[config.mk]
export PLATFORM = sky130hd
export DESIGN_NAME = linear_probe_hash_table_core_flat
export DESIGN_NICKNAME = d
export VERILOG_FILES = /design/src/sv/lpht_pkg.sv /design/src/sv/lpht_if.sv /design/src/sv/lpht_store.sv /design/src/sv/lpht_ctrl.sv /design/src/sv/linear_probe_hash_table_core.sv /design/src/flat_wrapper.sv
export SDC_FILE = /design/constraint.sdc
export NUM_CORES = 2
export LEC_CHECK = 0
export BUFFER_PORTS_ARGS = -buffer_cell sky130_fd_sc_hd__buf_2
export CAP_MARGIN = 20
export CORE_MARGIN = 3
export CORE_UTILIZATION = 45
export DETAILED_ROUTE_END_ITERATION = 8
export PLACE_DENSITY = 0.63
export REMOVE_ABC_BUFFERS = 1
export SYNTH_ARGS = -nofsm -noshare
export SYNTH_HDL_FRONTEND = slang
export SYNTH_SLANG_ARGS = --single-unit
[constraint.sdc]
create_clock -name i_clk -period 7.9 [get_ports i_clk]
set_input_delay 0.395 -clock i_clk [delete_from_list [all_inputs] [get_ports i_clk]]
set_output_delay 0.395 -clock i_clk [all_outputs]
set_load 0.01 [all_outputs]
[src/sv/lpht_pkg.sv]
package lpht_pkg;

    localparam int SLOTS      = 64;
    localparam int KEY_BITS   = 32;
    localparam int ENTRY_BITS = 16;
    localparam int IDX_BITS   = $clog2(SLOTS);
    localparam int CNT_BITS   = 6;
    localparam int PROBE_BITS = IDX_BITS + 1;
    localparam int FOLDS      = (KEY_BITS + IDX_BITS - 1) / IDX_BITS;

    typedef logic [IDX_BITS-1:0]   t_idx;
    typedef logic [KEY_BITS-1:0]   t_key;
    typedef logic [ENTRY_BITS-1:0] t_entry;
    typedef logic [CNT_BITS-1:0]   t_cnt;

    typedef enum logic [1:0] {
        OP_FIND   = 2'd0,
        OP_INSERT = 2'd1,
        OP_ERASE  = 2'd2,
        OP_CLEAR  = 2'd3
    } t_op;

    typedef enum logic [3:0] {
        ST_IDLE,
        ST_WIPE,
        ST_PROBE_RD,
        ST_PROBE_CHK,
        ST_SHIFT_RD,
        ST_SHIFT_CHK,
        ST_DONE
    } t_state;

    typedef struct packed {
        logic   we;
        t_idx   waddr;
        logic   wvalid;
        t_key   wkey;
        t_entry wentry;
        logic   re;
        t_idx   raddr;
    } t_mem_req;

    typedef struct packed {
        logic   valid;
        t_key   key;
        t_entry entry;
    } t_slot;

    // XOR fold of the key into slot-index-wide chunks.
    function automatic t_idx home_of(input t_key k);
        logic [FOLDS*IDX_BITS-1:0] ext;
        t_idx h;
        ext = '0;
        ext[KEY_BITS-1:0] = k;
        h = '0;
        for (int i = 0; i < FOLDS; i++) begin
            h = h ^ ext[i*IDX_BITS +: IDX_BITS];
        end
        return h;
    endfunction

endpackage

[src/sv/lpht_if.sv]
interface lpht_in_if;
    import lpht_pkg::*;
    logic                  valid;
    logic                  ready;
    logic [1:0]            op;
    logic [KEY_BITS-1:0]   key;
    logic [ENTRY_BITS-1:0] entry_index;
    modport source (output valid, op, key, entry_index, input ready);
    modport sink (input valid, op, key, entry_index, output ready);
endinterface

interface lpht_out_if;
    import lpht_pkg::*;
    logic                  valid;
    logic                  ready;
    logic                  ok;
    logic [ENTRY_BITS-1:0] found_entry;
    logic [CNT_BITS-1:0]   resident_count;
    modport source (output valid, ok, found_entry, resident_count, input ready);
    modport sink (input valid, ok, found_entry, resident_count, output ready);
endinterface

[src/sv/lpht_store.sv]
module lpht_store
    import lpht_pkg::*;
(
    input  logic     i_clk,
    input  t_mem_req i_req,
    output t_slot    o_rdata
);

    logic [KEY_BITS+ENTRY_BITS:0] r_mem [SLOTS];
    logic [KEY_BITS+ENTRY_BITS:0] r_rd;

    // One write port and one registered read port.
    always_ff @(posedge i_clk) begin
        if (i_req.we) begin
            r_mem[i_req.waddr] <= {i_req.wvalid, i_req.wkey, i_req.wentry};
        end
        if (i_req.re) begin
            r_rd <= r_mem[i_req.raddr];
        end
    end

    assign o_rdata = t_slot'(r_rd);

endmodule

[src/sv/lpht_ctrl.sv]
module lpht_ctrl
    import lpht_pkg::*;
(
    input  logic         i_clk,
    input  logic         i_rst_n,
    input  logic         i_cfg_we,
    input  t_cnt         i_cfg_wdata,
    lpht_in_if.sink      i_req,
    lpht_out_if.source   o_rsp,
    input  t_slot        i_rdata,
    output t_mem_req     o_mem
);

    t_state r_state, n_state;
    t_op    r_op;
    t_key   r_key;
    t_entry r_entry;
    t_idx   r_ptr, n_ptr;
    t_idx   r_hole, n_hole;
    logic [PROBE_BITS-1:0] r_cnt, n_cnt;
    t_cnt   r_keys, n_keys;
    t_cnt   r_limit;
    logic   r_ok, n_ok;
    t_entry r_fe, n_fe;
    logic   r_ovalid;
    t_idx   h_scan;
    logic   accept;
    logic   wipe_last;

    assign accept = i_req.valid && i_req.ready;
    assign h_scan = home_of(i_rdata.key);
    assign wipe_last = (r_cnt == PROBE_BITS'(SLOTS - 1));

    // Next state.
    always_comb begin
        n_state = r_state;
        case (r_state)
            ST_IDLE: begin
                if (i_cfg_we && i_cfg_wdata == '0) begin
                    n_state = ST_WIPE;
                end else if (accept) begin
                    if (t_op'(i_req.op) == OP_CLEAR) begin
                        n_state = ST_WIPE;
                    end else if (t_op'(i_req.op) == OP_INSERT && r_keys >= r_limit) begin
                        n_state = ST_DONE;
                    end else begin
                        n_state = ST_PROBE_RD;
                    end
                end
            end
            ST_WIPE: if (wipe_last) n_state = (r_op == OP_CLEAR) ? ST_DONE : ST_IDLE;
            ST_PROBE_RD: n_state = ST_PROBE_CHK;
            ST_PROBE_CHK: begin
                if (!i_rdata.valid) begin
                    n_state = ST_DONE;
                end else if (i_rdata.key == r_key) begin
                    if (r_op == OP_ERASE && i_rdata.entry == r_entry) begin
                        n_state = ST_SHIFT_RD;
                    end else begin
                        n_state = ST_DONE;
                    end
                end else if (r_cnt == PROBE_BITS'(SLOTS - 1)) begin
                    n_state = ST_DONE;
                end else begin
                    n_state = ST_PROBE_RD;
                end
            end
            ST_SHIFT_RD: n_state = ST_SHIFT_CHK;
            ST_SHIFT_CHK: begin
                if (!i_rdata.valid || r_cnt == PROBE_BITS'(SLOTS - 1)) begin
                    n_state = ST_DONE;
                end else begin
                    n_state = ST_SHIFT_RD;
                end
            end
            ST_DONE: if (o_rsp.ready || !r_ovalid) n_state = r_ovalid ? ST_IDLE : ST_DONE;
            default: n_state = ST_IDLE;
        endcase
    end

    // Datapath and memory requests.
    always_comb begin
        n_ptr  = r_ptr;
        n_hole = r_hole;
        n_cnt  = r_cnt;
        n_keys = r_keys;
        n_ok   = r_ok;
        n_fe   = r_fe;
        o_mem  = '0;
        o_mem.raddr = r_ptr;
        o_mem.waddr = r_ptr;
        case (r_state)
            ST_IDLE: begin
                n_ok = 1'b0;
                n_fe = '0;
                n_ptr = home_of(i_req.key);
                n_cnt = '0;
                if (i_cfg_we && i_cfg_wdata == '0) begin
                    n_ptr  = '0;
                    n_keys = '0;
                end else if (accept && t_op'(i_req.op) == OP_CLEAR) begin
                    n_ptr  = '0;
                    n_keys = '0;
                    n_ok   = 1'b1;
                end
            end
            ST_WIPE: begin
                o_mem.we = 1'b1;
                n_ptr = r_ptr + 1'b1;
                n_cnt = r_cnt + 1'b1;
            end
            ST_PROBE_RD: o_mem.re = 1'b1;
            ST_PROBE_CHK: begin
                if (!i_rdata.valid) begin
                    if (r_op == OP_INSERT) begin
                        o_mem.we     = 1'b1;
                        o_mem.wvalid = 1'b1;
                        o_mem.wkey   = r_key;
                        o_mem.wentry = r_entry;
                        n_keys = r_keys + 1'b1;
                        n_ok   = 1'b1;
                    end
                end else if (i_rdata.key == r_key) begin
                    if (r_op == OP_FIND) begin
                        n_ok = 1'b1;
                        n_fe = i_rdata.entry;
                    end else if (r_op == OP_ERASE && i_rdata.entry == r_entry) begin
                        n_ok   = 1'b1;
                        n_keys = r_keys - 1'b1;
                        n_hole = r_ptr;
                        n_ptr  = r_ptr + 1'b1;
                        n_cnt  = PROBE_BITS'(1);
                    end
                end else begin
                    n_ptr = r_ptr + 1'b1;
                    n_cnt = r_cnt + 1'b1;
                end
            end
            ST_SHIFT_RD: o_mem.re = 1'b1;
            ST_SHIFT_CHK: begin
                if (!i_rdata.valid || r_cnt == PROBE_BITS'(SLOTS - 1)) begin
                    // Close the final hole.
                    o_mem.we    = 1'b1;
                    o_mem.waddr = r_hole;
                end else begin
                    if (t_idx'(r_hole - h_scan) < t_idx'(r_ptr - h_scan)) begin
                        o_mem.we     = 1'b1;
                        o_mem.waddr  = r_hole;
                        o_mem.wvalid = 1'b1;
                        o_mem.wkey   = i_rdata.key;
                        o_mem.wentry = i_rdata.entry;
                        n_hole = r_ptr;
                    end
                    n_ptr = r_ptr + 1'b1;
                    n_cnt = r_cnt + 1'b1;
                end
            end
            default: ;
        endcase
    end

    // Control registers.
    always_ff @(posedge i_clk) begin
        if (!i_rst_n) begin
            r_state  <= ST_WIPE;
            r_keys   <= '0;
            r_limit  <= '0;
            r_ovalid <= 1'b0;
            r_cnt    <= '0;
            r_ptr    <= '0;
            r_op     <= OP_FIND;
        end else begin
            r_state <= n_state;
            r_keys  <= n_keys;
            r_cnt   <= n_cnt;
            r_ptr   <= n_ptr;
            if (i_cfg_we) begin
                r_limit <= i_cfg_wdata;
            end
            if (r_state == ST_IDLE && i_cfg_we && i_cfg_wdata == '0) begin
                r_op <= OP_FIND;
            end else if (accept) begin
                r_op <= t_op'(i_req.op);
            end
            if (n_state == ST_DONE && r_state != ST_DONE) begin
                r_ovalid <= 1'b1;
            end else if (o_rsp.ready) begin
                r_ovalid <= 1'b0;
            end
        end
    end

    // Payload registers.
    always_ff @(posedge i_clk) begin
        if (accept) begin
            r_key   <= i_req.key;
            r_entry <= i_req.entry_index;
        end
        r_hole <= n_hole;
        r_ok   <= n_ok;
        r_fe   <= n_fe;
    end

    assign i_req.ready          = (r_state == ST_IDLE) && !i_cfg_we;
    assign o_rsp.valid          = r_ovalid;
    assign o_rsp.ok             = r_ok;
    assign o_rsp.found_entry    = r_fe;
    assign o_rsp.resident_count = r_keys;

endmodule

[src/sv/linear_probe_hash_table_core.sv]
// Each request reads slots one at a time, each probe and each shift step being a read
// followed by a check; an insert refused by the limit goes straight to the result, and
// clear first wipes every slot. Only one item is in flight: the next input is accepted
// only after the result transfer, once the controller is back in idle.
// Reset: synchronous, active low; afterward a clearing pass runs through the slot memory
// while no item is accepted. Limit and count reset to zero.
module linear_probe_hash_table_core
    import lpht_pkg::*;
(
    input  logic       i_clk,
    input  logic       i_rst_n,
    input  logic       i_cfg_we,
    input  t_cnt       i_cfg_wdata,
    lpht_in_if.sink    i_req,
    lpht_out_if.source o_rsp
);

    t_mem_req mem_req;
    t_slot    mem_rdata;

    lpht_store u_store (
        .i_clk   (i_clk),
        .i_req   (mem_req),
        .o_rdata (mem_rdata)
    );

    lpht_ctrl u_ctrl (
        .i_clk       (i_clk),
        .i_rst_n     (i_rst_n),
        .i_cfg_we    (i_cfg_we),
        .i_cfg_wdata (i_cfg_wdata),
        .i_req       (i_req),
        .o_rsp       (o_rsp),
        .i_rdata     (mem_rdata),
        .o_mem       (mem_req)
    );

endmodule

[src/flat_wrapper.sv]
// flat-port wrapper written by rule: the top's interface ports become plain ports
module linear_probe_hash_table_core_flat import lpht_pkg::*;
  (i_clk, i_rst_n, i_cfg_we, i_cfg_wdata, i_req_valid, i_req_op, i_req_key, i_req_entry_index, i_req_ready, o_rsp_valid, o_rsp_ok, o_rsp_found_entry, o_rsp_resident_count, o_rsp_ready);
  lpht_in_if i_req_i ();
  lpht_out_if o_rsp_i ();
  input  logic i_clk;
  input  logic i_rst_n;
  input  logic i_cfg_we;
  input  t_cnt i_cfg_wdata;
  input wire logic [$bits(i_req_i.valid)-1:0] i_req_valid;
  input wire logic [$bits(i_req_i.op)-1:0] i_req_op;
  input wire logic [$bits(i_req_i.key)-1:0] i_req_key;
  input wire logic [$bits(i_req_i.entry_index)-1:0] i_req_entry_index;
  output wire logic [$bits(i_req_i.ready)-1:0] i_req_ready;
  output wire logic [$bits(o_rsp_i.valid)-1:0] o_rsp_valid;
  output wire logic [$bits(o_rsp_i.ok)-1:0] o_rsp_ok;
  output wire logic [$bits(o_rsp_i.found_entry)-1:0] o_rsp_found_entry;
  output wire logic [$bits(o_rsp_i.resident_count)-1:0] o_rsp_resident_count;
  input wire logic [$bits(o_rsp_i.ready)-1:0] o_rsp_ready;
  assign i_req_i.valid = i_req_valid;
  assign i_req_i.op = i_req_op;
  assign i_req_i.key = i_req_key;
  assign i_req_i.entry_index = i_req_entry_index;
  assign i_req_ready = i_req_i.ready;
  assign o_rsp_valid = o_rsp_i.valid;
  assign o_rsp_ok = o_rsp_i.ok;
  assign o_rsp_found_entry = o_rsp_i.found_entry;
  assign o_rsp_resident_count = o_rsp_i.resident_count;
  assign o_rsp_i.ready = o_rsp_ready;
  linear_probe_hash_table_core u_core (.i_clk(i_clk), .i_rst_n(i_rst_n), .i_cfg_we(i_cfg_we), .i_cfg_wdata(i_cfg_wdata), .i_req(i_req_i), .o_rsp(o_rsp_i));
endmodule
After elaboration in Yosys (flattened, before gate mapping) --
Memories as Yosys holds them, arrays and structs flattened. A register that Yosys moved wholly into a read port is not among the register bits. Index checks and enable logic that the tools add are counted.
Word-level totals: register bits after elaboration 103, latch bits 0, memory bits (writable) 3136, ROM bits 0, output and inout bits 25, memories 1
Operators by class: add/subtract/negate cells 6, $mul 0, div/mod/pow operators 0, magnitude comparators 2, equal/unequal tests 31, shift-type cells 0, muxes and demuxes 70, bitwise operators 11, reductions and logical operators 28
Memories:
- u_core.u_store.r_mem | depth 64, bits a word 49, rd ports 1, clocked after Yosys merged registers in 1, write ports 1, line lpht_store.sv:9 | logic [KEY_BITS+ENTRY_BITS:0] r_mem [SLOTS];
Operator list (count):
- $mux 49 | 3
- $mux 6 | 21
- $pmux 49 s2 | 1
- $mux 56 | 1
- $mux 16 | 3
- $xor 6x6->6 | 8
- $mux 7 | 6
- $eq 32x32->1 | 1
- $pmux 16 s2 | 1
- $pmux 4 s7 | 1
- $pmux 7 s4 | 1
- $mux 4 | 6
- $pmux 6 s2 | 2
- $pmux 6 s4 | 1
- $ne 3x3->1 const B | 6
- $eq 16x16->1 | 1
- $eq 4x3->1 const B | 4
- $mux 3 | 5
- $mux 1 | 14
- $add 6x1->6 const B | 2
- $ne 2x2->1 const B | 6
- $sub 6x6->6 | 2
- $xor 6x2->6 | 2
- $logic_and 1x1->1 | 9
- other kinds (29) | 41

Depth between registers and ports, before layout --
word-level depth 12, depth in mapped cells 19, mapped depth without buffers 16

Hierarchy --
A second synthesis with hierarchy kept.
Unflattened totals: cells, all modules 5607, area total of the unflattened synthesis 126710.3 µm²
By module, submodules not included:
- lpht_store | instances 1, cells each 5001, area each 120332.9 µm², sequential area each 95641.7 µm²
- lpht_ctrl | instances 1, cells each 606, area each 6377.4 µm², sequential area each 2772.7 µm²

Worst setup path after synthesis --
Ideal clock, no wire load.
kind reg-to-reg, start register u_core.u_ctrl.r_ptr[1], end memory u_core.u_store.r_mem[48][0] (netlist name) (enable), library setup time 0.472 ns, arrival time 6.026 ns, required time 7.428 ns, slack 1.402 ns, cell stages (with the launch flop) 18, path buffers 6, clock period less this slack 6.498 ns, cell sequence dfxtp_1 clkbuf_1 buf_2 buf_2 clkbuf_1 clkbuf_1 xor2_1 ha_1 a21oi_1 xor2_1 ha_1 a21o_1 a211oi_1 o21bai_1 a21oi_1 buf_2 a22oi_1 a21oi_1
Between the ends: longest elaborated chain between the ends 7
RTL lines:
- start, declared | line lpht_ctrl.sv:18 | t_idx r_ptr, n_ptr;
- start signal, assigned | line lpht_ctrl.sv:176 | r_ptr <= n_ptr;
- $sub 6x6->6 | line lpht_ctrl.sv:146 | if (t_idx'(r_hole - h_scan) < t_idx'(r_ptr - h_scan)) begin
- $lt 6x6->1 | line lpht_ctrl.sv:146
- $mux 56 | line lpht_ctrl.sv:146
- $mux 7 | line lpht_ctrl.sv:141 | if (!i_rdata.valid || r_cnt == PROBE_BITS'(SLOTS - 1)) begin
- $pmux 1 s3 | line lpht_ctrl.sv:92 | case (r_state)
- $mux 1 | line lpht_store.sv:14 | if (i_req.we) begin
- $mux 1 (not written as such) | line lpht_store.sv:15 | r_mem[i_req.waddr] <= {i_req.wvalid, i_req.wkey, i_req.wentry};
- end, declared | line lpht_store.sv:9
Several ways; a longest one is shown, not always the timed one.

Final worst setup path --
start register u_core.u_store.r_rd[41] (netlist: u_core.u_store.o_rdata[41]), read port of u_core.u_store.r_mem, end memory u_core.u_store.r_mem[40][29] (netlist name) (enable)
Between the ends: longest elaborated chain between the ends 9
RTL lines:
- start, declared | line lpht_store.sv:10 | logic [KEY_BITS+ENTRY_BITS:0] r_rd;
- $xor 6x6->6 * | line lpht_pkg.sv:57 | h = h ^ ext[i*IDX_BITS +: IDX_BITS];
- $xor 6x2->6 * | line lpht_pkg.sv:57
- $sub 6x6->6 | line lpht_ctrl.sv:146
- $lt 6x6->1 * | line lpht_ctrl.sv:146
- $mux 56 * | line lpht_ctrl.sv:146
- $mux 7 * | line lpht_ctrl.sv:141
- $pmux 1 s3 | line lpht_ctrl.sv:92
- $mux 1 | line lpht_store.sv:14
- $mux 1 (not written as such) | line lpht_store.sv:15
Mark *: on every way between the ends. The rest lies on a longest branch, timed or not.

==> results by group <==
Critical path
  • Max stage delay on crit path: roughly 0.83 ns
  • WP depth: 17
  • FF-to-FF path depth: 17
  • Worst Path Buf+Inv: 3
  • Critical-path cell list: xnor2_1 -> xnor2_1 -> xnor2_1 -> xor2_1 -> ha_1 -> a21oi_1 -> xor2_1 -> ha_1 -> a21o_1 -> a211oi_1 -> o21bai_1 -> a21oi_2 -> buf_8 -> a31oi_1 -> buf_4 -> nor2_4 -> buf_4
  • CP Class: register to register
  • Arr. time, crit path: around 6.7 ns
  • Slowest cell on crit path: nor2_4
  • Crit end category: register
  • Delay-heaviest family, CP: XOR/XNOR gates
  • Data required, critical path: between 8 and 9 ns
  • CP Max Fanout: 30
  • CP most frequent cell: xnor2_1
  • CP startpoint kind: register

Cells and area
  • Post-route cell area: ~140000 um^2
  • Share of layout cells above drive strength 1: roughly a third
  • Fill count: 21.2k
  • Nets: roughly 5.7k
  • Layout area overhead: 13.9%

Timing
  • Final setup vio count: 0
  • Setup tns final: 0 ns
  • Setup Skew: roughly 0.060 ns
  • Worst setup margin: 1.66 ns
  • FMAX: 160 MHz
  • Final Hold Vio Count: 0
  • Period minus WS final: approximately 6.2 ns
  • Final period utilization: 79.0%
  • Worst Max-Slew Pin Slew: approximately 1.2 ns
  • RSZ-0062 raised after global routing: no
  • Relative slew slack: approximately 18%
  • Max Transition Viols Final: 0
  • WHS: slightly above 0.06 ns

Detailed routing
  • Routed wire per std cell: 34.5 um
  • Detailed Route WL: about 330 mm
  • Vias: 58.8k
  • First-pass iteration count of the detailed router: 5
  • First-iteration detailed-routing DRC count: 7421
  • Vias per std cell: about 6
  • Final ANT Viol Nets: 0
  • DRC: 0

Run
  • Max-cap violations: 0

Synthesis
  • FFs w/ async S/R, synth: 0%
  • Dominant cell by count in the synthesized netlist: edfxtp_1
  • Post-synth EDFFs: about 3.3k
  • Syn Std Cell Area: ~130000 um^2
  • Area contributors post-synth: edfxtp_1 (77%), mux4_2 (18%), dfxtp_1 (0.51%)
  • Seq/Total Area, Yosys: ~78%
  • Post-Syn Area per Cell: about 25 um^2
  • Top cells by instance count after synthesis: edfxtp_1 (3256), mux4_2 (1029), clkbuf_1 (153)
  • Yosys top cell area share: about 77%
  • Post-Synthesis Cells: roughly 5.2k
  • Synth Warn #: 0
  • Cell taking the most area after synthesis: edfxtp_1
  • Library cells used by synthesis: 67
  • Seq cells post-synth: 3288
  • Primary FF master, synth: edfxtp_1

Place
  • Gpl congestion: 0.848
  • IO Port Bufs: 85
  • Placed Area: about 130000 um^2
  • HPWL after detailed placement: between 150 and 200 mm
  • Post-Place Worst Slack: 1.18 ns

CTS
  • CTS tree: done
  • Clk buf depth: 4
  • Num CTS Buffers: 341
  • Reg clk slew, reported paths: around 0.06 ns
  • Clk sinks: between 3k and 4k
  • Setup Fix Bufs, Post-CTS: 0
  • Root Driver: clkbuf_16
  • H-tree Lvls: 5
  • Clk Latency, worst-skew pair: ~0.90 ns

Pwr
  • Power per cell area: roughly 250 nW/um^2
  • Max rail drop VDD: roughly 0.19 mV
  • Pleak: 35.6 nW
  • Final Power: 0.0364 W

Global route
  • Largest net degree at the start of global routing: between 150 and 200
  • Grt ovf: 0
  • Gr usage total: about 23%
  • Initial antenna violation count: 16
  • Vias in the first global route: between 50k and 60k
  • First-pass GRT wire length: 466 mm

Die
  • Die width: 537 um
  • DIE AREA: 288000 um^2
  • Die H: 537 um
  • FP Rows: approximately 190
  • CORE AREA: approximately 280000 um^2
  • IO Pins: 86
  • Initial Util: about 45%

Status
  • Status: complete, no violations

Worst hold path
  • Hold Path Cell Cnt: 2
  • HP Class: input port to register
final cells by class:
cell class	instances	area [um^2]	share of cell area, %
Antenna cell	5	12.5	0.00866
Clock buffer	413	8910	6.17
Clock inverter	183	1560	1.08
Inverter	22	85.1	0.0589
Multi-Input combinational cell	1593	27700	19.2
Sequential cell	3288	98400	68.2
Tap cell	3724	4660	3.23
Timing Repair Buffer	349	3090	2.14
repair_timing:
action / in CTS / in global routing
endpoints found under the hold margin: 60 / 0
resized for setup: 0 / 0
hold buffers: 65 / 0
per-stage QoR:
step                utilization [%]  cells
floorplan                         -   4903
global placement               47.5   8898
detailed placement             47.5   8900
CTS                            51.5   9561
global route                   51.6   9574
finish                         51.6   9577
routing by layer:
metal | global-route usage [%] | vias up | wire [um] | share of wire [%]
li1 | - | 23300 | - | -
met1 | 31.6 | 32300 | 129000 | 39
met2 | 37.1 | 2701 | 163000 | 50
met3 | 3.74 | 497 | 24200 | 7.3
met4 | 8.63 | 2 | 13900 | 4.2
met5 | 0 | - | 20 | 0.0061
power by group:
| part | leakage [nW] | total, W | switching (W) | internal (W) |
|---|---|---|---|---|
| logic | 7.15 | 0.00199 | 0.00114 | 0.000849 |
| clock network | 5.08 | 0.0152 | 0.00653 | 0.00871 |
| registers | 23.4 | 0.0192 | 0.000115 | 0.0191 |
cell families after synthesis:
| kind of cell | Yosys count | synth area share (%) |
|---|---|---|
| compound gates | 160 | 0.891 |
| xor+xnor | 123 | 0.850 |
| fa+ha+maj | 30 | 0.298 |
| buf+inv | 287 | 0.987 |
| flops | 3288 | 77.7 |
| mux | 1041 | 18.4 |
| other cells | 1 | 0.00296 |
| simple gates | 238 | 0.938 |
registers in the layout, indices dropped and copies added, names as in the netlist:
| register | count |
|---|---|
| u_core.u_store.r_mem | 3136 |
| u_core.u_store.o_rdata | 49 |
| u_core.u_ctrl.r_key | 32 |
| u_core.u_ctrl.o_rsp.found_entry | 16 |
| u_core.u_ctrl.r_entry | 16 |
| u_core.u_ctrl.r_cnt | 7 |
| u_core.u_ctrl.o_rsp.resident_count | 6 |
| u_core.u_ctrl.r_hole | 6 |
| u_core.u_ctrl.r_limit | 6 |
| u_core.u_ctrl.r_ptr | 6 |
| u_core.u_ctrl.r_state | 4 |
| u_core.u_ctrl.r_op | 2 |
| u_core.u_ctrl.o_rsp.ok | 1 |
| u_core.u_ctrl.o_rsp.valid | 1 |
placed cells by master (no fill, tap or decap), types with 6 or more instances in the layout:
master	netlist	layout
a21oi_1	40	25
a21oi_4	0	14
a22o_1	48	48
a31oi_1	9	8
and2_1	19	19
and3_1	7	6
buf_12	0	33
buf_2	64	85
buf_4	15	157
bufinv_16	0	21
clkbuf_1	153	67
clkbuf_16	0	346
clkinv_1	1	88
clkinv_2	0	44
clkinvlp_4	0	12
dfxtp_1	32	26
dfxtp_4	0	6
dlygate4sd3_1	0	65
edfxtp_1	3256	3256
ha_1	27	27
inv_1	16	16
inv_6	0	7
mux2i_1	11	6
mux4_2	1029	1029
nand2_1	45	45
nand3_1	11	11
nand4_1	16	16
nor2_1	76	26
nor2_4	0	50
nor2b_1	14	14
nor3_1	13	10
nor4_1	11	11
o21ai_0	7	7
o21ai_1	15	15
xnor2_1	66	66
xor2_1	57	57
worst paths after layout:
kind / slack (ns) / end / from
max: 1.66 / u_core.u_store.r_mem[40][29] / u_core.u_store.o_rdata[41]
min: 0.06 / u_core.u_ctrl.r_state[0] / i_rst_n
max reg2reg: 1.66 / u_core.u_store.r_mem[40][29] / u_core.u_store.o_rdata[41]
min reg2reg: 0.50 / u_core.u_ctrl.r_cnt[1] / u_core.u_ctrl.r_cnt[1]
(Power assumes the default switching activity.)
